### src/rtl/cascaded_biquad_filter_unit_assert.svh
// ----------------------------------------------------------------------------
// Assertion macros for the cascaded biquad filter unit
// ----------------------------------------------------------------------------
`ifndef CASCADED_BIQUAD_FILTER_UNIT_ASSERT_SVH
`define CASCADED_BIQUAD_FILTER_UNIT_ASSERT_SVH

// Antecedent implies consequent in the same cycle.
`define CBQF_ASSERT_IMPL(lbl, clk, rst_n, ante, cons, msg) \
    lbl: assert property (@(posedge clk) disable iff (!rst_n) (ante) |-> (cons)) \
        else $error(msg);

// Antecedent implies consequent in the next cycle.
`define CBQF_ASSERT_NEXT(lbl, clk, rst_n, ante, cons, msg) \
    lbl: assert property (@(posedge clk) disable iff (!rst_n) (ante) |=> (cons)) \
        else $error(msg);

`endif

### src/rtl/cbqf_pkg.sv
// ----------------------------------------------------------------------------
// cbqf_pkg
// Shared types and constants of the cascaded biquad filter unit.
// ----------------------------------------------------------------------------
`default_nettype none

package cbqf_pkg;

    localparam int SECTIONS_DEF       = 5;
    localparam int SAMPLE_BITS_DEF    = 24;
    localparam int COEF_FRAC_BITS_DEF = 28;

    localparam int COEF_BITS = 32;
    localparam int DATA_BITS = 32;
    localparam int ACC_BITS  = 68;
    localparam int CNT_BITS  = 5;
    localparam int IDX_BITS  = 3;

    localparam logic [IDX_BITS-1:0] REG_B0    = 3'd0;
    localparam logic [IDX_BITS-1:0] REG_B1    = 3'd1;
    localparam logic [IDX_BITS-1:0] REG_B2    = 3'd2;
    localparam logic [IDX_BITS-1:0] REG_D1    = 3'd3;
    localparam logic [IDX_BITS-1:0] REG_D2    = 3'd4;
    localparam logic [IDX_BITS-1:0] REG_COUNT = 3'd5;
    localparam logic [IDX_BITS-1:0] REG_ORDER = 3'd6;
    localparam logic [IDX_BITS-1:0] REG_GAIN  = 3'd7;

    localparam logic [1:0] ORDER_FIRST  = 2'd1;
    localparam logic [1:0] ORDER_SECOND = 2'd2;

    typedef struct packed {
        logic start;
        logic clear;
    } cbqf_mac_ctrl_t;

    typedef struct packed {
        logic busy;
    } cbqf_mac_stat_t;

endpackage

`default_nettype wire

### src/rtl/cbqf_in_if.sv
// ----------------------------------------------------------------------------
// cbqf_in_if
// Input sample channel.
// ----------------------------------------------------------------------------
`default_nettype none

interface cbqf_in_if #(parameter int SAMPLE_BITS = 24);
    logic                   valid;
    logic                   ready;
    logic [SAMPLE_BITS-1:0] sample_in;

    modport source (output valid, output sample_in, input ready);
    modport sink (input valid, input sample_in, output ready);
endinterface

`default_nettype wire

### src/rtl/cbqf_out_if.sv
// ----------------------------------------------------------------------------
// cbqf_out_if
// Output sample channel.
// ----------------------------------------------------------------------------
`default_nettype none

interface cbqf_out_if #(parameter int SAMPLE_BITS = 24);
    logic                   valid;
    logic                   ready;
    logic [SAMPLE_BITS-1:0] sample_out;

    modport source (output valid, output sample_out, input ready);
    modport sink (input valid, input sample_out, output ready);
endinterface

`default_nettype wire

### src/rtl/cbqf_cfg_if.sv
// ----------------------------------------------------------------------------
// cbqf_cfg_if
// Configuration write channel.
// ----------------------------------------------------------------------------
`default_nettype none

interface cbqf_cfg_if;
    logic        valid;
    logic        ready;
    logic [2:0]  index;
    logic [31:0] data;

    modport source (output valid, output index, output data, input ready);
    modport sink (input valid, input index, input data, output ready);
endinterface

`default_nettype wire

### src/rtl/cbqf_mac.sv
// ----------------------------------------------------------------------------
// cbqf_mac
// Bit-serial multiply-accumulate: one coefficient bit per cycle.
// ----------------------------------------------------------------------------
`default_nettype none

module cbqf_mac
    import cbqf_pkg::*;
(
    input  wire logic                        clk,
    input  wire logic                        rst_n,
    input  wire cbqf_mac_ctrl_t              ctrl,
    input  wire logic [COEF_BITS-1:0]        coef,
    input  wire logic signed [DATA_BITS-1:0] val,
    output cbqf_mac_stat_t                   stat,
    output logic signed [ACC_BITS-1:0]       acc
);

    logic                       busy_reg;
    logic [CNT_BITS-1:0]        cnt_reg;
    logic [COEF_BITS-1:0]       coef_sh_reg;
    logic signed [ACC_BITS-1:0] mult_reg;
    logic signed [ACC_BITS-1:0] acc_reg;
    logic signed [ACC_BITS-1:0] addend;
    logic                       last_bit;

    assign last_bit = (cnt_reg == CNT_BITS'(COEF_BITS - 1));

    always_comb
    begin
        addend = '0;
        if (coef_sh_reg[0])
        begin
            addend = last_bit ? -mult_reg : mult_reg;
        end
    end

    always_ff @(posedge clk or negedge rst_n)
    begin
        if (!rst_n)
        begin
            busy_reg <= 1'b0;
            cnt_reg  <= '0;
        end
        else if (ctrl.start)
        begin
            busy_reg <= 1'b1;
            cnt_reg  <= '0;
        end
        else if (busy_reg)
        begin
            cnt_reg <= cnt_reg + 1'b1;
            if (last_bit)
            begin
                busy_reg <= 1'b0;
            end
        end
    end

    always_ff @(posedge clk)
    begin
        if (ctrl.start)
        begin
            coef_sh_reg <= coef;
            mult_reg    <= ACC_BITS'(val);
            if (ctrl.clear)
            begin
                acc_reg <= '0;
            end
        end
        else if (busy_reg)
        begin
            coef_sh_reg <= coef_sh_reg >> 1;
            mult_reg    <= mult_reg <<< 1;
            acc_reg     <= acc_reg + addend;
        end
    end

    assign stat.busy = busy_reg;
    assign acc       = acc_reg;

endmodule

`default_nettype wire

### src/rtl/cascaded_biquad_filter_unit.sv
// ----------------------------------------------------------------------------
// cascaded_biquad_filter_unit
// Chain of direct-form-1 IIR sections sharing one coefficient set, followed
// by an output gain; one bit-serial multiply-accumulate unit does all taps.
//
// Channel   Role    Handshake     Payload
// in_ch     sink    valid/ready   sample_in  [SAMPLE_BITS]
// out_ch    source  valid/ready   sample_out [SAMPLE_BITS]
// cfg       sink    valid/ready   index [3], data [32]
//
// Each tap is issued to the serial multiplier, which steps through all 32
// coefficient bits while the unit waits; taps are 3 or 5 per section, and
// an order that is neither first nor second sends samples through the gain
// alone. Reset clears all delays and loads default registers. A finished
// sample waits in the output register; the next sample is taken meanwhile
// and stalls only at its own output write.
// ----------------------------------------------------------------------------
`default_nettype none

module cascaded_biquad_filter_unit
    import cbqf_pkg::*;
#(
    parameter int SECTIONS       = SECTIONS_DEF,
    parameter int SAMPLE_BITS    = SAMPLE_BITS_DEF,
    parameter int COEF_FRAC_BITS = COEF_FRAC_BITS_DEF
)
(
    input  wire logic clk,
    input  wire logic rst_n,
    cbqf_in_if.sink   in_ch,
    cbqf_out_if.source out_ch,
    cbqf_cfg_if.sink  cfg
);

    localparam int SEC_W = (SECTIONS > 1) ? $clog2(SECTIONS) : 1;
    localparam logic signed [ACC_BITS-1:0] RND =
        ACC_BITS'(1) <<< (COEF_FRAC_BITS - 1);
    localparam logic signed [ACC_BITS-1:0] D_MAX = ACC_BITS'(32'sh7fffffff);
    localparam logic signed [ACC_BITS-1:0] D_MIN = -D_MAX - ACC_BITS'(1);
    localparam logic signed [ACC_BITS-1:0] S_MAX =
        (ACC_BITS'(1) <<< (SAMPLE_BITS - 1)) - ACC_BITS'(1);
    localparam logic signed [ACC_BITS-1:0] S_MIN = -S_MAX - ACC_BITS'(1);

    typedef enum logic [6:0] {
        ST_IDLE  = 7'b0000001,
        ST_TAP   = 7'b0000010,
        ST_WAIT  = 7'b0000100,
        ST_SECT  = 7'b0001000,
        ST_GAIN  = 7'b0010000,
        ST_GWAIT = 7'b0100000,
        ST_PUT   = 7'b1000000
    } state_t;

    state_t state_reg, state_next;

    logic [COEF_BITS-1:0] b0_reg, b1_reg, b2_reg, d1_reg, d2_reg, gain_reg;
    logic [2:0]           count_reg;
    logic [1:0]           order_reg;

    logic signed [DATA_BITS-1:0] x1_reg [SECTIONS];
    logic signed [DATA_BITS-1:0] x2_reg [SECTIONS];
    logic signed [DATA_BITS-1:0] y1_reg [SECTIONS];
    logic signed [DATA_BITS-1:0] y2_reg [SECTIONS];

    logic signed [DATA_BITS-1:0] cur_reg;
    logic [SEC_W-1:0]            sec_reg, last_sec_reg, last_sec;
    logic [2:0]                  tap_reg, last_tap;
    logic                        out_valid_reg;
    logic [SAMPLE_BITS-1:0]      out_data_reg;

    cbqf_mac_ctrl_t              mac_ctrl;
    cbqf_mac_stat_t              mac_stat;
    logic [COEF_BITS-1:0]        mac_coef;
    logic signed [DATA_BITS-1:0] mac_val;
    logic signed [ACC_BITS-1:0]  mac_acc;
    logic signed [ACC_BITS-1:0]  rounded;
    logic signed [DATA_BITS-1:0] y_sat;
    logic signed [ACC_BITS-1:0]  s_sat;
    logic [4:0]                  n_sel;
    logic                        order_ok;
    logic                        in_acc, out_free;
    logic                        put_now;
    logic                        in_sect;

    cbqf_mac u_mac (
        .clk   (clk),
        .rst_n (rst_n),
        .ctrl  (mac_ctrl),
        .coef  (mac_coef),
        .val   (mac_val),
        .stat  (mac_stat),
        .acc   (mac_acc)
    );

    assign cfg.ready    = 1'b1;
    assign in_ch.ready  = (state_reg == ST_IDLE);
    assign in_acc       = in_ch.valid && in_ch.ready;
    assign out_free     = !out_valid_reg || out_ch.ready;
    assign put_now      = (state_reg == ST_PUT) && out_free;
    assign in_sect      = (state_reg == ST_TAP) || (state_reg == ST_WAIT) ||
                          (state_reg == ST_SECT);
    assign out_ch.valid = out_valid_reg;
    assign out_ch.sample_out = out_data_reg;

    assign order_ok = (order_reg == ORDER_FIRST) || (order_reg == ORDER_SECOND);
    assign last_tap = (order_reg == ORDER_FIRST) ? 3'd2 : 3'd4;

    always_comb
    begin
        n_sel = {2'b00, count_reg};
        if (n_sel == 5'd0)
        begin
            n_sel = 5'd1;
        end
        if (n_sel > 5'(SECTIONS))
        begin
            n_sel = 5'(SECTIONS);
        end
        last_sec = SEC_W'(n_sel - 5'd1);
    end

    always_comb
    begin
        case (tap_reg)
            3'd0:    begin mac_coef = b0_reg; mac_val = cur_reg;          end
            3'd1:    begin mac_coef = b1_reg; mac_val = x1_reg[sec_reg];  end
            3'd2:    begin mac_coef = d1_reg; mac_val = y1_reg[sec_reg];  end
            3'd3:    begin mac_coef = b2_reg; mac_val = x2_reg[sec_reg];  end
            3'd4:    begin mac_coef = d2_reg; mac_val = y2_reg[sec_reg];  end
            default: begin mac_coef = b0_reg; mac_val = cur_reg;          end
        endcase
        if (state_reg == ST_GAIN)
        begin
            mac_coef = gain_reg;
            mac_val  = cur_reg;
        end
    end

    always_comb
    begin
        mac_ctrl.start = (state_reg == ST_TAP) || (state_reg == ST_GAIN);
        mac_ctrl.clear = (state_reg == ST_GAIN) || (tap_reg == 3'd0);
    end

    always_comb
    begin
        rounded = (mac_acc + RND) >>> COEF_FRAC_BITS;
        if (rounded > D_MAX)
        begin
            y_sat = DATA_BITS'(D_MAX);
        end
        else if (rounded < D_MIN)
        begin
            y_sat = DATA_BITS'(D_MIN);
        end
        else
        begin
            y_sat = DATA_BITS'(rounded);
        end
        if (rounded > S_MAX)
        begin
            s_sat = S_MAX;
        end
        else if (rounded < S_MIN)
        begin
            s_sat = S_MIN;
        end
        else
        begin
            s_sat = rounded;
        end
    end

    always_comb
    begin
        state_next = state_reg;
        unique case (state_reg)
            ST_IDLE:
            begin
                if (in_acc)
                begin
                    state_next = order_ok ? ST_TAP : ST_GAIN;
                end
            end
            ST_TAP:   state_next = ST_WAIT;
            ST_WAIT:
            begin
                if (!mac_stat.busy)
                begin
                    state_next = (tap_reg == last_tap) ? ST_SECT : ST_TAP;
                end
            end
            ST_SECT:  state_next = (sec_reg == last_sec_reg) ? ST_GAIN : ST_TAP;
            ST_GAIN:  state_next = ST_GWAIT;
            ST_GWAIT:
            begin
                if (!mac_stat.busy)
                begin
                    state_next = ST_PUT;
                end
            end
            ST_PUT:
            begin
                if (out_free)
                begin
                    state_next = ST_IDLE;
                end
            end
            default:  state_next = ST_IDLE;
        endcase
    end

    always_ff @(posedge clk or negedge rst_n)
    begin
        if (!rst_n)
        begin
            state_reg     <= ST_IDLE;
            out_valid_reg <= 1'b0;
            b0_reg        <= COEF_BITS'(1) << COEF_FRAC_BITS;
            b1_reg        <= '0;
            b2_reg        <= '0;
            d1_reg        <= '0;
            d2_reg        <= '0;
            gain_reg      <= COEF_BITS'(1) << COEF_FRAC_BITS;
            count_reg     <= 3'd1;
            order_reg     <= ORDER_SECOND;
            sec_reg       <= '0;
            last_sec_reg  <= '0;
            tap_reg       <= '0;
            for (int i = 0; i < SECTIONS; i++)
            begin
                x1_reg[i] <= '0;
                x2_reg[i] <= '0;
                y1_reg[i] <= '0;
                y2_reg[i] <= '0;
            end
        end
        else
        begin
            state_reg <= state_next;

            if (cfg.valid && cfg.ready)
            begin
                unique case (cfg.index)
                    REG_B0:    b0_reg    <= cfg.data;
                    REG_B1:    b1_reg    <= cfg.data;
                    REG_B2:    b2_reg    <= cfg.data;
                    REG_D1:    d1_reg    <= cfg.data;
                    REG_D2:    d2_reg    <= cfg.data;
                    REG_COUNT: count_reg <= cfg.data[2:0];
                    REG_ORDER: order_reg <= cfg.data[1:0];
                    REG_GAIN:  gain_reg  <= cfg.data;
                    default:   ;
                endcase
            end

            if (put_now)
            begin
                out_valid_reg <= 1'b1;
            end
            else if (out_valid_reg && out_ch.ready)
            begin
                out_valid_reg <= 1'b0;
            end

            unique case (state_reg)
                ST_IDLE:
                begin
                    sec_reg      <= '0;
                    tap_reg      <= '0;
                    last_sec_reg <= last_sec;
                end
                ST_WAIT:
                begin
                    if (!mac_stat.busy && (tap_reg != last_tap))
                    begin
                        tap_reg <= tap_reg + 3'd1;
                    end
                end
                ST_SECT:
                begin
                    if (order_reg == ORDER_SECOND)
                    begin
                        x2_reg[sec_reg] <= x1_reg[sec_reg];
                        y2_reg[sec_reg] <= y1_reg[sec_reg];
                    end
                    x1_reg[sec_reg] <= cur_reg;
                    y1_reg[sec_reg] <= y_sat;
                    tap_reg         <= '0;
                    sec_reg         <= sec_reg + 1'b1;
                end
                default: ;
            endcase
        end
    end

    always_ff @(posedge clk)
    begin
        if (in_acc)
        begin
            cur_reg <= DATA_BITS'(signed'(in_ch.sample_in));
        end
        else if (state_reg == ST_SECT)
        begin
            cur_reg <= y_sat;
        end
        if (put_now)
        begin
            out_data_reg <= s_sat[SAMPLE_BITS-1:0];
        end
    end

`include "cascaded_biquad_filter_unit_assert.svh"

    `CBQF_ASSERT_IMPL(a_idle_mac, clk, rst_n, state_reg == ST_IDLE, !mac_stat.busy, "mac busy in idle")
    `CBQF_ASSERT_IMPL(a_sec_range, clk, rst_n, in_sect, sec_reg <= last_sec_reg, "section index past last")
    `CBQF_ASSERT_NEXT(a_put_out, clk, rst_n, put_now, out_valid_reg, "result not presented")

endmodule

`default_nettype wire
### src/flat_wrapper.sv
// flat-port wrapper written by rule: the top's interface ports become plain ports
module cascaded_biquad_filter_unit_flat import cbqf_pkg::*;
#(
    parameter int SECTIONS       = SECTIONS_DEF,
    parameter int SAMPLE_BITS    = SAMPLE_BITS_DEF,
    parameter int COEF_FRAC_BITS = COEF_FRAC_BITS_DEF
)
  (clk, rst_n, in_ch_valid, in_ch_sample_in, in_ch_ready, out_ch_valid, out_ch_sample_out, out_ch_ready, cfg_valid, cfg_index, cfg_data, cfg_ready);
  cbqf_in_if #(.SAMPLE_BITS(SAMPLE_BITS)) in_ch_i ();
  cbqf_out_if #(.SAMPLE_BITS(SAMPLE_BITS)) out_ch_i ();
  cbqf_cfg_if cfg_i ();
  input  wire logic clk;
  input  wire logic rst_n;
  input wire logic [$bits(in_ch_i.valid)-1:0] in_ch_valid;
  input wire logic [$bits(in_ch_i.sample_in)-1:0] in_ch_sample_in;
  output wire logic [$bits(in_ch_i.ready)-1:0] in_ch_ready;
  output wire logic [$bits(out_ch_i.valid)-1:0] out_ch_valid;
  output wire logic [$bits(out_ch_i.sample_out)-1:0] out_ch_sample_out;
  input wire logic [$bits(out_ch_i.ready)-1:0] out_ch_ready;
  input wire logic [$bits(cfg_i.valid)-1:0] cfg_valid;
  input wire logic [$bits(cfg_i.index)-1:0] cfg_index;
  input wire logic [$bits(cfg_i.data)-1:0] cfg_data;
  output wire logic [$bits(cfg_i.ready)-1:0] cfg_ready;
  assign in_ch_i.valid = in_ch_valid;
  assign in_ch_i.sample_in = in_ch_sample_in;
  assign in_ch_ready = in_ch_i.ready;
  assign out_ch_valid = out_ch_i.valid;
  assign out_ch_sample_out = out_ch_i.sample_out;
  assign out_ch_i.ready = out_ch_ready;
  assign cfg_i.valid = cfg_valid;
  assign cfg_i.index = cfg_index;
  assign cfg_i.data = cfg_data;
  assign cfg_ready = cfg_i.ready;
  cascaded_biquad_filter_unit #(.SECTIONS(SECTIONS), .SAMPLE_BITS(SAMPLE_BITS), .COEF_FRAC_BITS(COEF_FRAC_BITS)) u_core (.clk(clk), .rst_n(rst_n), .in_ch(in_ch_i), .out_ch(out_ch_i), .cfg(cfg_i));
endmodule
### config.mk
export PLATFORM = sky130hd
export DESIGN_NAME = cascaded_biquad_filter_unit_flat
export DESIGN_NICKNAME = d
export VERILOG_FILES = /design/src/rtl/cbqf_pkg.sv /design/src/rtl/cbqf_in_if.sv /design/src/rtl/cbqf_out_if.sv /design/src/rtl/cbqf_cfg_if.sv /design/src/rtl/cbqf_mac.sv /design/src/rtl/cascaded_biquad_filter_unit.sv /design/src/flat_wrapper.sv
export VERILOG_INCLUDE_DIRS = /design/src /design/src/rtl
export SDC_FILE = /design/constraint.sdc
export NUM_CORES = 2
export LEC_CHECK = 0
export ABC_AREA = 1
export BUFFER_PORTS_ARGS = -buffer_cell sky130_fd_sc_hd__buf_2
export CAP_MARGIN = 25
export CORE_ASPECT_RATIO = 1.75
export CORE_UTILIZATION = 55
export DETAILED_ROUTE_END_ITERATION = 10
export GPL_TIMING_DRIVEN = 0
export PLACE_DENSITY = 0.79
export SLEW_MARGIN = 20
export SYNTH_ARGS = -nofsm -noshare
export SYNTH_HDL_FRONTEND = slang
export SYNTH_SLANG_ARGS = --single-unit
### constraint.sdc
create_clock -name clk -period 13.55 [get_ports clk]
set_clock_uncertainty 0.1 [all_clocks]
set_input_delay 2.0325 -clock clk [delete_from_list [all_inputs] [get_ports clk]]
set_output_delay 2.0325 -clock clk [all_outputs]
set_load 0.05 [all_outputs]
# ---- Yosys cells after proc, flatten, opt, wreduce, memory -nomap -nowiden
# Index checks and enable logic that the tools add are counted.
dict set report op_classes {
  add_sub_neg 7
  mul 0
  div_mod_pow 0
  magnitude_cmp 7
  eq_ne 30
  shift 0
  muxes 57
  bitwise_logic 1
  reduce_logical 32
}
# op n
set ops {}
lappend ops {{$bwmux W160} 4}
lappend ops {{$mux W32} 17}
lappend ops {{$mux W68} 7}
lappend ops {{$bmux W32 S3} 4}
lappend ops {{$pmux W32 S4} 2}
lappend ops {{$demux W32 S3} 1}
lappend ops {{$add A68 B29 Y68 const B} 1}
lappend ops {{$add A68 B68 Y68} 1}
lappend ops {{$neg A68 Y68} 1}
lappend ops {{$pmux W7 S7} 1}
lappend ops {{$gt A40 B24 Y1 const B} 1}
lappend ops {{$gt A40 B32 Y1 const B} 1}
lappend ops {{$lt A40 B24 Y1 const B} 1}
lappend ops {{$lt A40 B32 Y1 const B} 1}
lappend ops {{$mux W7} 4}
lappend ops {{$mux W24} 1}
lappend ops {{$reduce_and A2 Y1} 11}
lappend ops {{$mux W5} 4}
lappend ops {{$eq A3 B3 Y1 const B} 5}
lappend ops {{$eq A3 B2 Y1 const B} 4}
lappend ops {{$mux W3} 4}
lappend ops {{$pmux W3 S2} 2}
lappend ops {{$ne A2 B2 Y1 const B} 5}
lappend ops {{$reduce_bool A2 Y1} 5}
lappend ops {{other kinds (29)} 46}
dict set report totals {
  reg_bits 1084
  latchBits 0
  ram_bits 0
  rom_bits 0
  in_bits 64
  out_inout_bits 27
  wordCells 174
  n_memories 0
}

# ---- Longest topological paths before layout
dict set report logic_depth {
  depth_word 7
  mapped_depth 28
  ltp_nobuf 28
}

# ---- By module
# Synthesis repeated with hierarchy kept, for this count alone.
dict set report unflattened {
  cells_unflattened 7200
  area_unflattened_um2 56282.7
}
# module n_inst cells_each area_per_inst_um2 seq_area_each_um2
set modules_own_cells {}
lappend modules_own_cells {cascaded_biquad_filter_unit 1 5145 42276.8 23058.4}
lappend modules_own_cells {cbqf_mac 1 2055 14005.9 5195.0}

# ---- Worst setup path before layout
# OpenSTA, ideal clock, no wires.
dict set report synth_path {
  kind {register to register}
  from {register u_core.state_reg[2]}
  to {register u_core.u_mac.acc_reg[0] (netlist: u_core.u_mac.acc[0]), enable pin}
  setup_ps 494
  t_arrival_ps 4430
  t_required_ps 12956
  setup_slack_ps 8526
  path_stages_with_launch 11
  path_buffers 1
  synth_period_minus_slack_ps 5024
  path_cell_list {dfrtp_1 -> nor2_1 -> inv_1 -> nor2_1 -> nand4_1 -> inv_2 -> nor2_1 -> inv_1 -> clkbuf_1 -> nor2_1 -> nor2_1}
}
dict set report synth_between {
  elab_chain_cells 4
  elab_cells_between_ends 7
  classes_between {3 x eq/ne; 4 x reduce/logical}
}
# element line_no
set synth_lines {}
lappend synth_lines {{start, declared} cascaded_biquad_filter_unit.sv:54} ;# state_t state_reg, state_next;
lappend synth_lines {{start signal, assigned} cascaded_biquad_filter_unit.sv:240} ;# state_reg <= state_next;
lappend synth_lines {{$eq A7 B5 Y1 or $eq A7 B2 Y1 (tied branches)} --}
lappend synth_lines {{$logic_or A1 B1 Y1, on equally long branches} {cascaded_biquad_filter_unit.sv:142, cascaded_biquad_filter_unit.sv:141}}
lappend synth_lines {{$ne A2 B2 Y1 (no line) or $reduce_bool A2 Y1 (tied branches)} --}
lappend synth_lines {{$reduce_and A2 Y1 (no line) *} --}
lappend synth_lines {{end signal, assigned} cbqf_mac.sv:75} ;# acc_reg <= acc_reg + addend;
lappend synth_lines {{end, declared} cbqf_mac.sv:23} ;# logic signed [ACC_BITS-1:0] acc_reg;
# Every way passes the cells marked *; elsewhere a longest branch is shown, timed or not.
# A chain may end at the register's enable or synchronous reset.

# ---- Worst setup path in the final report
dict set report layout_path {
  from {register u_core.u_mac.mult_reg[15]}
  to {register u_core.u_mac.acc_reg[67] (netlist: u_core.u_mac.acc[67]), data pin}
}
dict set report layout_between {
  elab_chain_cells 6
}
# element line_no
set layout_lines {}
lappend layout_lines {{start, declared} cbqf_mac.sv:22} ;# logic signed [ACC_BITS-1:0] mult_reg;
lappend layout_lines {{start signal, assigned} cbqf_mac.sv:65} ;# mult_reg <= ACC_BITS'(val);
lappend layout_lines {{start signal, assigned} cbqf_mac.sv:74} ;# mult_reg <= mult_reg <<< 1;
lappend layout_lines {{$neg A68 Y68} cbqf_mac.sv:34} ;# addend = last_bit ? -mult_reg : mult_reg;
lappend layout_lines {{$mux W68 *} cbqf_mac.sv:34}
lappend layout_lines {{$mux W68 *} cbqf_mac.sv:32} ;# if (coef_sh_reg[0])
lappend layout_lines {{$add A68 B68 Y68 *} cbqf_mac.sv:75}
lappend layout_lines {{$mux W68 *} cbqf_mac.sv:71} ;# else if (busy_reg)
lappend layout_lines {{$mux W68 *} cbqf_mac.sv:62} ;# if (ctrl.start)
# Every way passes the cells marked *; elsewhere a longest branch is shown, timed or not. The select of a mux whose other input is x is not followed.

==> metrics.txt <==
Avg Inst Size Synth 7.899 um2; first-pass GRT wire length 352.6 mm; crit path launch type flip-flop; FF+latch count, synth 1084; # rows 153; largest net degree at the start of global routing 141; Primary FF master, synth dfrtp_1; DR iter-0 viols around 6900; htree depth 3; buffers inserted during post-CTS setup optimization 0; post-route cell area 61180 um2; Final Setup Violations 0; dpl cells 8405; layout cells sized above 1 6.604%; register area share after synthesis 51.27%; post-cts resize count 0; Hold Path End u_core.b0_reg[30]$_DFFE_PN0P_; DPL Wire Length 183.6 mm; Starting Density 55.47%; cts hold-fix bufs 0; unrepaired setup endpoints after global routing false; Cells after Synth 6977; Synth cell types 60; Skew-Pair Late Insertion Delay 0.76 ns; Lkg Pwr 27.93 nW; pre-CTS setup slack 7.769 ns; CTS buffer count slightly above 100; initial antenna violation count 12; Vias 53770; Fin. Hold Viols 0; EDFF count, synth approximately 220; Core Region just under 100000 um2; min cycle time layout 5.982 ns; Synth Warn # 0; Worst setup EP type flip-flop; CTS root buffer clkbuf_16; Post-DP Area 57760 um2; Worst VDD drop 129.1 uV; CTS Buffer Depth 3; Worst R2R Start u_core.u_mac.mult_reg[15]$_DFFE_PP_; Fillers 9104; fmax 167.2 MHz; DRT Wirelength approximately 250 mm; maxcap violations 0; final worst slack roughly 7.6 ns; status completed; Finished Layout Cells 8615; PortBufs 89; Hold Startpoint u_core.b0_reg[30]$_DFFE_PN0P_; setup slack on the worst flop-to-flop path 7.57 ns; RR Endpoint u_core.u_mac.acc[67]$_SDFFCE_PN0P_; drt pass-1 iters 7; max-slew violations 0; Pwr Density 196.1 nW/um2; fin nets ~7300; commonest cells after routing, fill and taps aside 2464 x nand2_1, 855 x dfrtp_1, 825 x o21ai_0; Worst Hold Depth 2; clk slew on worst S/H paths approximately 0.07 ns; worst slew pin tran 1.293 ns; crit path kind flip-flop to flip-flop; # IOs 91; GP Congestion between 1 and 1.5; number of global-route vias before repair 51820; multi-input logic area approximately 24000 um2; Final ANT Viol Nets 0; TritonCTS clock tree built; WL/cell between 20 and 30 um; crit path DAT 6.41 ns; commonest non-fill, non-tap cell in the layout nand2_1; synthesized area 55110 um2; chip height around 420 um; Post-synth ARST share 79.34%; Die X-Extent 241.3 um; Hold Path Class flip-flop to flip-flop; Mapped Nets slightly above 7000; highest net fanout along the worst path 5; All-Layer GR Usage 49.57%; final clock period utilization by the worst path 44.15%; CTS sink count 1084; Req. time, crit path 13.98 ns; area of the die roughly 100000 um2; area grow syn2layout 11.01%; grt ovf 0; register area 28250 um2; Slew HR 13.78%; reg2reg path depth 22; DR vias/cell around 6.2; DRC Markers 0
cell type report:
class | instances | share of cell area, %
Tap cell | 1317 | 2.693
Antenna cell | 14 | 0.05726
Multi-Input combinational cell | 5064 | 38.71
Clock buffer | 134 | 4.681
Inverter | 493 | 3.035
Clock inverter | 55 | 0.7321
Buffer | 336 | 2.315
Timing Repair Buffer | 118 | 1.593
Sequential cell | 1084 | 46.18
Yosys cell counts, drive strengths merged, types with 12 or more instances:
cell type | number | area (um2)
a21o | 20 | 150.1
a21oi | 316 | 1582
a221oi | 28 | 245.2
a22o | 38 | 332.8
a22oi | 13 | 97.59
a31o | 12 | 105.1
a31oi | 16 | 100.1
buf | 95 | 485.5
clkbuf | 241 | 904.6
dfrtp | 855 | 21400
edfxtp | 224 | 6726
ha | 80 | 1001
inv | 490 | 1839
nand2 | 2499 | 9470
nand3 | 242 | 1226
nand3b | 67 | 503.0
nand4 | 48 | 300.3
nor2 | 452 | 1774
nor3 | 66 | 335.3
o211ai | 32 | 240.2
o21a | 13 | 97.59
o21ai | 983 | 4923
o21bai | 13 | 97.59
xnor2 | 17 | 148.9
xor2 | 25 | 226.5
power breakdown:
part / switching (mW) / internal (mW)
registers: 0.451 / 4.05
logic: 3.36 / 1.18
clock network: 1.37 / 1.59
per-layer routing:
layer  up-vias  track usage (%)  share of wire [%]
li1      23420                -                  -
met1     25400            48.78                 30
met2      3585            77.29                 46
met3      1358            13.88                9.6
met4         4            59.88                 15
met5         -                0              0.013
kinds of logic after synthesis:
kind of cell	after synthesis	share of synthesized area (%)
buffers and inverters	829	5.882
other	1	0.006804
adder cells (fa/ha/maj)	81	1.853
AO/OA/AOI/OAI	1534	15.18
XOR/XNOR	42	0.6811
flip-flops	1084	51.27
AND/OR/NAND/NOR	3406	25.13
per-stage QoR:
stage | util (%) | hold slack, ns | power (mW) | setup TNS (ns)
global route | 61.55 | 0.3917 | 12.44 | 0
floorplan | - | 0.3479 | 7.045 | 0
detailed placement | 58.13 | 0.3651 | 8.878 | 0
global placement | 57.58 | 0.3614 | 8.785 | -6758.21
finish | 61.58 | 0.3820 | 12.00 | 0
CTS | 61.47 | 0.3825 | 11.77 | 0
worst max-delay path, stage by stage, from the launching register on:
cell and delay, ns:
edfxtp_1 0.47, nor2_1 0.27, nand3_1 0.16, nor4_1 0.70, nand2_1 0.21, nor3_1 0.37
nand2_1 0.09, nand2_1 0.09, o21ai_0 0.08, a21oi_1 0.81, ha_1 0.44, nand2_1 0.15
inv_1 0.05, nand2_1 0.26, inv_1 0.07, nand2_1 0.07, nand2_1 0.21, a21oi_1 0.19
nand3_1 0.36, nand2_1 0.15, nand2_1 0.22, a21oi_1 0.18, nor2_1 0.06
how the worst max path moves through the flow:
stage / endpoint / from / slack [ns]
finish: u_core.u_mac.acc[67]$_SDFFCE_PN0P_ / u_core.u_mac.mult_reg[15]$_DFFE_PP_ / 7.57
global route: u_core.u_mac.acc[65]$_SDFFCE_PN0P_ / u_core.u_mac.mult_reg[0]$_SDFFCE_PP0P_ / 7.50
CTS: u_core.u_mac.acc[67]$_SDFFCE_PN0P_ / u_core.u_mac.mult_reg[0]$_SDFFCE_PP0P_ / 7.77
detailed placement: u_core.u_mac.acc[67]$_SDFFCE_PN0P_ / u_core.u_mac.mult_reg[0]$_SDFFCE_PP0P_ / 7.77
global placement: u_core.y2_reg[145]$_DFFE_PN0P_ / rst_n / -8.11
floorplan: u_core.u_mac.acc[0]$_SDFFCE_PN0P_ / u_core.state_reg[2]$_DFFE_PN0P_ / 8.53
No activity file was read; power rests on OpenSTA's default activity.
